[config.mk]
export PLATFORM = sky130hd
export DESIGN_NAME = tse_ram
export DESIGN_NICKNAME = d
export VERILOG_FILES = /design/src/rtl/tse_ram.sv
export SDC_FILE = /design/constraint.sdc
export NUM_CORES = 1
export LEC_CHECK = 0
export BUFFER_PORTS_ARGS = -buffer_cell sky130_fd_sc_hd__buf_2
export CORE_UTILIZATION = 45
export CTS_BUF_LIST = sky130_fd_sc_hd__clkbuf_4
export DETAILED_ROUTE_END_ITERATION = 10
export GPL_ROUTABILITY_DRIVEN = 0
export PLACE_DENSITY_LB_ADDON = 0.1
export SETUP_SLACK_MARGIN = 0.4
export SLEW_MARGIN = 40
export SYNTH_ARGS = -nofsm -noshare
export SYNTH_HDL_FRONTEND = slang
export SYNTH_SLANG_ARGS = --single-unit
[constraint.sdc]
create_clock -name clk -period 6.3 [get_ports clk]
set_input_delay 0.63 -clock clk [delete_from_list [all_inputs] [get_ports clk]]
set_output_delay 0.63 -clock clk [all_outputs]
set_load 0.05 [all_outputs]
[src/rtl/tse_ram.sv]
`timescale 1ns / 1ps

// Simple dual-port RAM: one write port, one read port with registered data.
module tse_ram #(
	parameter int unsigned WIDTH = 8,
	parameter int unsigned DEPTH = 64,
	localparam int unsigned AW = (DEPTH > 1) ? $clog2(DEPTH) : 1
) (
	input  logic             clk,
	input  logic             wr_en,
	input  logic [AW-1:0]    wr_addr,
	input  logic [WIDTH-1:0] wr_data,
	input  logic             rd_en,
	input  logic [AW-1:0]    rd_addr,
	output logic [WIDTH-1:0] rd_data
);

	logic [WIDTH-1:0] mem_q [DEPTH];

	always_ff @(posedge clk) begin
		if (wr_en) begin
			mem_q[wr_addr] <= wr_data;
		end
		if (rd_en) begin
			rd_data <= mem_q[rd_addr];
		end
	end

endmodule

# Word-level counts from Yosys, hierarchy flattened

Memory sizes are Yosys's and may differ from the RTL's. A register that Yosys moved wholly into a read port is not among the register bits.
Cells that the tools add are included.

Flip-flop bits (word level): 0
Bits in writable memories: 512
Input port bits: 23
Output and inout port bits: 8
Word-level logic and storage cells: 3
Memories: 1

Memory list:

| memory | depth | bits a word | rd ports | clocked after Yosys merged registers in | wr ports | RTL line | text |
|---|---|---|---|---|---|---|---|
| mem_q  | 64    | 8           | 1        | 1                                       | 1        | 18       | `logic [WIDTH-1:0] mem_q [DEPTH];` |

Multiplexer cells: 2

Operator list:

| cell   | number |
|---|---|
| $mux 1 | 2 |

# Depth between registers and ports, before layout

Depth after elaboration: 2
Mapped depth: 9
Gate-level depth less buffers: 5

# Worst setup path after synthesis

Ideal clock, no wire load.

Kind: input port to flip-flop
Start point: input port rd_addr[1]
End point: register rd_data[3], read port of mem_q, data pin
Setup time: 266 ps
Arrival: 2170 ps
Data required time: 6034 ps
Slack: 3864 ps
Stages on the path: 7
Buffers on the path: 3
Cells stage by stage: buf_4 buf_2 buf_2 mux4_2 mux4_2 o21ai_1 o41ai_1

RTL lines:

| element     | RTL line | text |
|---|---|---|
| from (decl) | 14       | `input logic [AW-1:0] rd_addr,` |
| to (decl)   | 15       | `output logic [WIDTH-1:0] rd_data` |

==> metrics.md <==
| Metric | Value |
|---|---|
| Post-DR wirelength/cell | 26.58 um |
| HP Class | in2reg |
| Setup CP Type | in2reg |
| Non-filler instance count after layout | 1747 |
| First-pass GRT wire length | 69.43 mm |
| Leak | 7.120 nW |
| Worst Path Max Fanout | 59 |
| DRC | 0 |
| Max Transition Viols Final | 0 |
| Die area | 45850 um2 |
| Clk_lat worst skew | 0.82 ns |
| Starting DRC count in detailed routing | 970 |
| Clk pin slew, worst setup/hold paths | 0.06 ns |
| Die Width | 214.1 um |
| Final wirelength | 46.44 mm |
| Rows | 77 |
| CTS max path bufs | 3 |
| Final setup violation count | 0 |
| Synth Register Bits | 520 |
| CTS tree | built |
| GRT Util Overall | 0.2116 |
| Synth async-reset ratio | 0 |
| Antenna violations before repair | 6 |
| GRT overflow | 0 |
| Post-synth top area cell | edfxtp_1 |
| Pre-antenna DRT Iters | 5 |
| Setup Buffers After CTS | 0 |
| Max-Cap Viols | 0 |
| Syn avg cell area | 21.54 um2 |
| Synth Net Count | 963 |
| Setup tns final | 0 ns |
| Startpoint Class | input pin |
| Clk sink count | 520 |
| Final Power | 6.948 mW |
| Slew margin rel. | 0.4144 |
| Placed cell count | 1528 |
| Mapped cell area | 20250 um2 |
| # hold bufs at CTS | 0 |
| Synth warn | 0 |
| PwrDens | 305.8 nW/um2 |
| Total number of vias | 9848 |
| Final Skew | 0.03860 ns |
| Die height | 214.1 um |
| CP endpoint kind | flop |
| Max Clk Rate | 353.7 MHz |
| Starting Density | 0.4569 |
| H-tree Lvls | 4 |
| Post-synthesis sequential area ratio | 0.7712 |
| CTS resizes | 0 |
| Post-synth cell types | 39 |
| # port buffers | 30 |
| Top Ports | 31 |
| Fin crit share | 0.4488 |
| Post-DRT Antenna Nets | 0 |
| Ys flop type | edfxtp_1 |
| Top cell type's share of synthesized area | 0.7712 |
| Post-synthesis cell count | 940 |
| Drt via density | 5.637 |
| Pre-CTS setup slack | 2.564 ns |
| Status | finished, final reports clean |
| Core Area | 44320 um2 |
| EDFF count, synth | 520 |
| Final Critical Period | 2.827 ns |
| Synth top area cells | edfxtp_1, mux4_2, nor2_1 |
| Final HPWL from detailed placement | 27.02 mm |
| Fraction of layout cells with a size suffix above 1 | 0.3797 |
| Pin count of the biggest net entering global routing | 65 |
| Max VDD drop | 0.0001118 V |
| Worst EP required | 6.86 ns |
| Slew at the pin closest to its max-slew limit | 0.8751 ns |
| RSZ-0062 raised after global routing | no |
| CTS root buffer | clkbuf_4 |
| Area growth syn-to-layout | 12.24% |
| Post-layout util | 0.5128 |
| Vias in the first global route | 10510 |
| # nets final | 1094 |
| Worst setup margin | 3.473 ns |
| Critical Path AT | 3.39 ns |
| Final hold vios | 0 |
| Cts bufs inserted | 133 |
[critical path: stages]
cell and delay [ns]:
clkbuf_8 0.56, buf_12 0.46, mux4_2 0.55, mux2_2 0.30, o221a_2 0.28, nor3_1 0.37, o32ai_1 0.15
[Yosys cell counts (all sizes together), types with 3 or more instances]
master   number
a22oi         3
nand3b        3
a221oi        6
o22ai         8
mux2i        23
nor3          7
a211oi        4
o2bb2ai       3
nand2b        7
clkbuf       17
nor2         83
o21ai         4
nor2b        14
mux2         13
a21oi         3
buf          34
nand3        13
edfxtp      520
mux4        126
o2111ai       3
nand2        19
o221ai        8
[layout make-up]
class                      instances  area [um2]
tap                              592       740.7
antenna                            4       10.01
clock inverter                    32       205.2
sequential                       520       15620
clock buffer                     183        1374
timing repair buffer              47       316.6
fill                            3628       21590
multi-input combinational        369        4463
[metrics by stage]
stage / hold WS, ns / area [um2]
2_1_floorplan: 0.7289 / 20250
3_3_place_gp: 0.9197 / 20990
3_5_place_dp: 0.9272 / 21090
4_1_cts: 0.1075 / 22670
5_1_grt: 0.1329 / 22720
6_report: 0.1850 / 22720
[where the power goes]
part	internal [mW]	leakage, nW	switching [mW]
logic	0.129	1.49	0.233
clock network	1.45	0.946	1.28
registers	3.84	4.69	0.0112
[path summary, 6_finish.rpt]
kind	startpoint	end	slack [ns]	cells after the start
min	rd_en	rd_data[4]	0.19	1
min reg2reg	mem_q[30][6]	rd_data[6]	0.93	3
max reg2reg	mem_q[21][4]	rd_data[4]	4.12	5
max	rd_addr[0]	rd_data[4]	3.47	7
[cells in the final DEF, fill, tap and decap left out, drive strengths merged, types with 8 or more instances in the layout]
cell      n
buf      46
clkbuf  184
clkinv   23
edfxtp  520
mux2     13
mux2i    23
mux4    126
nand2    19
nand3    13
nor2     83
nor2b    14
o221ai    8
o22ai     8
[cells by family (layout without fill, tap and decap cells)]
| logic type | count (synthesis) | after routing | synth area share |
|---|---|---|---|
| compound gates | 54 | 54 | 0.02064 |
| buf+inv | 51 | 262 | 0.01563 |
| flops | 520 | 520 | 0.7712 |
| mux | 162 | 162 | 0.1588 |
| other cells | 0 | 4 | 0 |
| simple gates | 153 | 153 | 0.03374 |
[per-layer routing]
layer	GRT usage	routed length, um
met5	0	33
met2	0.3275	22330
met3	0.04610	2597
met1	0.2943	20360
met4	0.08476	1121
[sequential cells by signal (all words and copies together), names as in the netlist]
name	count
mem_q	512
rd_data	8
Note: power is estimated with default switching activity, not from simulation.
